===== config.mk =====
export PLATFORM = sky130hd
export DESIGN_NAME = segx_div
export DESIGN_NICKNAME = d
export VERILOG_FILES = /design/src/rtl/assert_macros.svh /design/src/rtl/segx_pkg.sv /design/src/rtl/segx_div.sv
export SDC_FILE = /design/constraint.sdc
export NUM_CORES = 2
export LEC_CHECK = 0
export BUFFER_PORTS_ARGS = -buffer_cell sky130_fd_sc_hd__buf_4
export CORE_ASPECT_RATIO = 0.5
export CORE_UTILIZATION = 50
export CTS_CLUSTER_SIZE = 10
export DETAILED_ROUTE_END_ITERATION = 8
export PLACE_DENSITY = 0.65
export SLEW_MARGIN = 10
export SYNTH_ARGS = -nofsm -noshare
export SYNTH_HDL_FRONTEND = slang
export SYNTH_SLANG_ARGS = --single-unit

===== constraint.sdc =====
create_clock -name clk -period 5.3 [get_ports clk]
set_clock_uncertainty 0.15 [all_clocks]
set_input_delay 0.53 -clock clk [delete_from_list [all_inputs] [get_ports clk]]
set_output_delay 0.53 -clock clk [all_outputs]
set_load 0.1 [all_outputs]

===== src/rtl/assert_macros.svh =====
// Assertion macros shared by the segment intersection RTL.
// Depends on nothing; users provide clk and rst_n in scope.
`ifndef ASSERT_MACROS_SVH
`define ASSERT_MACROS_SVH
`ifndef SYNTHESIS
`define SI_CHECK(lbl, cond, msg) \
    lbl: assert property (@(posedge clk) disable iff (!rst_n) (cond)) else $error(msg);
`define SI_CHECK_IMP(lbl, ante, cons, msg) \
    lbl: assert property (@(posedge clk) disable iff (!rst_n) (ante) |-> (cons)) \
        else $error(msg);
`else
`define SI_CHECK(lbl, cond, msg)
`define SI_CHECK_IMP(lbl, ante, cons, msg)
`endif
`endif


===== src/rtl/segx_pkg.sv =====
// Types and constants for the segment intersection pipeline.
// No dependencies.
package segx_pkg;

    localparam int FIELD_BITS = 16;
    localparam int POINT_BITS = 24;
    localparam int COORD_BITS_DEF = 16;
    localparam int FRAC_BITS_DEF = 8;

    typedef struct packed {
        logic signed [FIELD_BITS-1:0] first_start_x;
        logic signed [FIELD_BITS-1:0] first_start_y;
        logic signed [FIELD_BITS-1:0] first_end_x;
        logic signed [FIELD_BITS-1:0] first_end_y;
        logic signed [FIELD_BITS-1:0] second_start_x;
        logic signed [FIELD_BITS-1:0] second_start_y;
        logic signed [FIELD_BITS-1:0] second_end_x;
        logic signed [FIELD_BITS-1:0] second_end_y;
    } segx_in_t;

    typedef struct packed {
        logic                         intersects;
        logic                         no_unique_point;
        logic signed [POINT_BITS-1:0] point_x;
        logic signed [POINT_BITS-1:0] point_y;
    } segx_out_t;

    typedef struct packed {
        logic hit;
        logic nup;
    } segx_flags_t;

endpackage


===== src/rtl/segx_div.sv =====
// Pipelined restoring divider, one quotient bit per stage, side tag carried.
// Depends on segx_pkg.
module segx_div
    import segx_pkg::*;
#(
    parameter int DW  = 2*COORD_BITS_DEF+3,
    parameter int QW  = COORD_BITS_DEF+FRAC_BITS_DEF+1,
    parameter int NSW = 3*COORD_BITS_DEF+FRAC_BITS_DEF+5,
    parameter int TW  = 1
) (
    input  logic           clk,
    input  logic           rst_n,
    input  logic           en,
    input  logic           in_valid,
    input  logic [NSW-1:0] mag,
    input  logic [DW-1:0]  dvs,
    input  logic [TW-1:0]  tag_in,
    output logic           out_valid,
    output logic [QW-1:0]  quo,
    output logic [TW-1:0]  tag_out
);
    logic [DW-1:0] rem_reg [QW+1];
    logic [QW-1:0] lo_reg  [QW+1];
    logic [DW-1:0] d_reg   [QW+1];
    logic [TW-1:0] tag_reg [QW+1];
    logic [QW:0]   v_reg;

    // high dividend bits are below the divisor whenever the point is valid
    always_ff @(posedge clk) begin
        if (en) begin
            rem_reg[0] <= mag[QW+DW-1:QW];
            lo_reg[0]  <= mag[QW-1:0];
            d_reg[0]   <= dvs;
            tag_reg[0] <= tag_in;
        end
    end

    for (genvar k = 1; k <= QW; k++) begin : g_step
        logic [DW:0] t;
        logic [DW:0] diff;
        logic        ge;

        always_comb begin
            t    = {rem_reg[k-1], lo_reg[k-1][QW-1]};
            diff = t - {1'b0, d_reg[k-1]};
            ge   = (t >= {1'b0, d_reg[k-1]});
        end

        always_ff @(posedge clk) begin
            if (en) begin
                rem_reg[k] <= ge ? diff[DW-1:0] : t[DW-1:0];
                lo_reg[k]  <= {lo_reg[k-1][QW-2:0], ge};
                d_reg[k]   <= d_reg[k-1];
                tag_reg[k] <= tag_reg[k-1];
            end
        end
    end

    always_ff @(posedge clk or negedge rst_n) begin
        if (!rst_n) begin
            v_reg <= '0;
        end
        else if (en) begin
            v_reg <= {v_reg[QW-1:0], in_valid};
        end
    end

    assign out_valid = v_reg[QW];
    assign quo       = lo_reg[QW];
    assign tag_out   = tag_reg[QW];

endmodule


==> run summary <==
Post-Syn Area -> 130,000 um2
Final Total Pwr -> 0.0870 W
Fillers -> 21,431
ys flop type -> edfxtp_1
number of DRC markers in iteration 0 -> 4,815
Post-CTS Repair Setup Buffers -> 0
largest net degree at the start of global routing -> 160
Syn Area/Cell -> 11.6 um2
core area -> 259,000 um2
CP Cell Sequence -> inv_1, ha_1, fa_1, nor2b_1, o21ai_0, nand2b_1, a221oi_2, o221a_2, o211ai_1, a311oi_1, a21o_1, inv_1, mux2_2
Crit-path slowest cell -> inv_1
status -> finished, final reports clean
Post-synth EDFFs -> 2,426
starting density of the core -> 0.503
RD Place Congestion -> 0.990
number of core rows -> 132
CTS resizes -> 0
Hold Vio Cnt, Final -> 0
latest clock arrival within the worst-skew pair -> 870 ps
Critical Path RT -> 5740 ps
RSZ-0062 raised after global routing -> no
DRC -> 0
CTS root buf -> clkbuf_16
worst setup margin -> 696 ps
antenna violations before repair -> 0
maximum clock frequency -> 217 MHz
Buffers on Ports -> 126
asr flop ratio synth -> 0.0106
Seq cells post-synth -> 2,452
Synth Net Count -> 12,228
WP buf/inv -> 2
min Tclk post-route -> 4600 ps
post-place setup slack -> 652 ps
clock net sink count -> 2,452
Synth cell types -> 97
detailed-route via count -> 83,369
Critical Path AT -> 5050 ps
CP endpoint kind -> register
ant diodes -> 0
normalized max-slew margin -> 0.286
ratio of cells with drive above 1 in the final layout -> 0.0804
Final Slew Violations -> 0
CP top delay family -> compound AO/OA/AOI/OAI gates
crit path launch type -> register
GRT overflow -> 0
CTS max path bufs -> 4
routed length per instance -> 18.1 um
worst slew pin tran -> 1040 ps
IO Pins -> 128
Clk pin slew, worst setup/hold paths -> 60 ps
H-Tree Depth -> 5
Final Cycle Share -> 0.869
Routed Antenna Nets -> 0
Max VDD drop -> 0.258 mV
max incr delay on CP -> 640 ps
CTS Buf Count -> 288
hpwl dp -> 206,000 um
Area Overhead vs Synth -> 10.9%
first-pass GRT wire length -> 433,000 um
Pre-Repair DR Iteration Count -> 6
pwr dens -> 601 nW/um2
die height -> 363 um
CTS tree -> done
synthesized instance count -> 11,228
Final nets -> 12,565
CP max FO -> 20
Setup CP Type -> register to register
CP dominant cell by count -> inv_1
Ys Warns -> 0
all-layer global routing usage -> 0.205
detail-routed via count per cell -> 5.52
# setup viols final -> 0
Post-Route WL -> 274,000 um
Max Cap Viol -> 0
Die X -> 724 um
die area -> 263,000 um2
Fin Setup TNS -> 0 ps
worst hold-check path type -> input pin to register
fraction of the yosys area taken by sequential cells -> 0.563
LEAKAGE -> 58.9 nW
number of global-route vias before repair -> 83,690
## synth_stat cells (all sizes together), types with 16 or more instances
master / instances / area, um2
o21bai: 108 / 811
nand2: 798 / 3000
or2: 28 / 175
nand3: 177 / 886
mux2: 272 / 3160
a21oi: 874 / 4370
inv: 1136 / 4260
o21a: 101 / 758
or3: 33 / 206
o211ai: 60 / 460
a211oi: 80 / 618
a21boi: 41 / 308
and4: 28 / 245
nor4: 30 / 194
o31ai: 75 / 568
xor2: 294 / 2570
a21o: 524 / 3930
nand2b: 112 / 701
a311oi: 16 / 140
o21ai: 746 / 3730
clkbuf: 229 / 860
o22ai: 17 / 106
a2111oi: 25 / 226
o2111ai: 17 / 149
a31o: 17 / 149
o31a: 21 / 184
nand4: 151 / 945
mux2i: 30 / 300
dfrtp: 26 / 651
nor3: 129 / 651
buf: 77 / 459
edfxtp: 2426 / 72800
and3: 86 / 538
fa: 24 / 480
nor2b: 117 / 732
ha: 875 / 10900
a31oi: 115 / 719
a211o: 33 / 289
a221oi: 26 / 240
xnor2: 405 / 3550
and2: 46 / 289
nor2: 618 / 2320
## layout by cell type (no fill, tap or decap), drive strengths merged, types with 108 or more instances in the layout
cell,netlist,layout
ha,875,875
a21oi,874,874
mux2,272,272
clkbuf,229,315
nand4,151,151
nand3,177,177
xnor2,405,405
o21bai,108,108
inv,1136,1148
edfxtp,2426,2426
nor2,618,618
nand2,798,798
nor2b,117,117
nor3,129,129
o21ai,746,746
a21o,524,524
xor2,294,294
buf,77,254
nand2b,112,112
a31oi,115,115
## logic make-up after synthesis
kind of cell | count (synthesis) | share of synthesized area
xor+xnor | 699 | 0.0469
mux | 302 | 0.0265
compound gates | 3025 | 0.146
buf+inv | 1442 | 0.0428
flops | 2452 | 0.563
simple gates | 2409 | 0.0870
fa+ha+maj | 899 | 0.0876
## area by class of cell
class / instances / area, um2 / area share
repair buffers: 353 / 3290 / 0.0228
inverters: 1136 / 4260 / 0.0295
clock inverters: 23 / 310 / 0.00214
clock buffers: 315 / 7390 / 0.0511
well taps: 3484 / 4360 / 0.0301
multi-input cells: 7334 / 51600 / 0.356
flip-flops and latches: 2452 / 73500 / 0.508
## routing by layer
layer | share of wire | global-route usage | routed length [um] | vias up
met5 | 0 | 0 | 0 | -
li1 | - | - | - | 41799
met2 | 0.52 | 0.390 | 143000 | 1673
met4 | 0.056 | 0.105 | 15400 | 0
met1 | 0.39 | 0.221 | 107000 | 39186
met3 | 0.032 | 0.0269 | 8790 | 711
## through the flow
stage	hold WS [ps]	utilization	cell area [um2]	instances
5_1_grt	100	0.558	145000	15097
3_5_place_dp	255	0.525	136000	14659
6_report	114	0.558	145000	15097
4_1_cts	81.4	0.558	145000	15097
3_3_place_gp	250	0.525	136000	14659
2_1_floorplan	84.4	-	130000	11228
## final timing paths
check / startpoint / to / slack [ps] / cells past startpoint
hold reg to reg: lo_reg[6][7]$_DFFE_PP_ / lo_reg[6][33]$_DFFE_PP_ / 250 / 0
setup reg to reg: lo_reg[2][99]$_DFFE_PP_ / rem_reg[3][4]$_DFFE_PP_ / 700 / 13
min in group asynchronous: rst_n / v_reg[22]$_DFFE_PN0P_ / 570 / 4
setup / recovery: lo_reg[2][99]$_DFFE_PP_ / rem_reg[3][4]$_DFFE_PP_ / 700 / 13
hold / removal: en / tag_reg[0][11]$_DFFE_PP_ / 110 / 1
max in group asynchronous: rst_n / v_reg[8]$_DFFE_PN0P_ / 4250 / 4
## timing repair
| action | in CTS | in global routing |
|---|---|---|
| setup endpoints to repair | 0 | 0 |
| hold buffers | 100 | 0 |
| endpoints found under the hold margin | 123 | 0 |
## report_power, final
part	internal (W)	total (W)	switching (W)
sequential	0.0282	0.0308	0.00262
clock	0.00987	0.0173	0.00740
combinational	0.0168	0.0389	0.0221
total	0.0548	0.0870	0.0321
(Power assumes the default switching activity.)
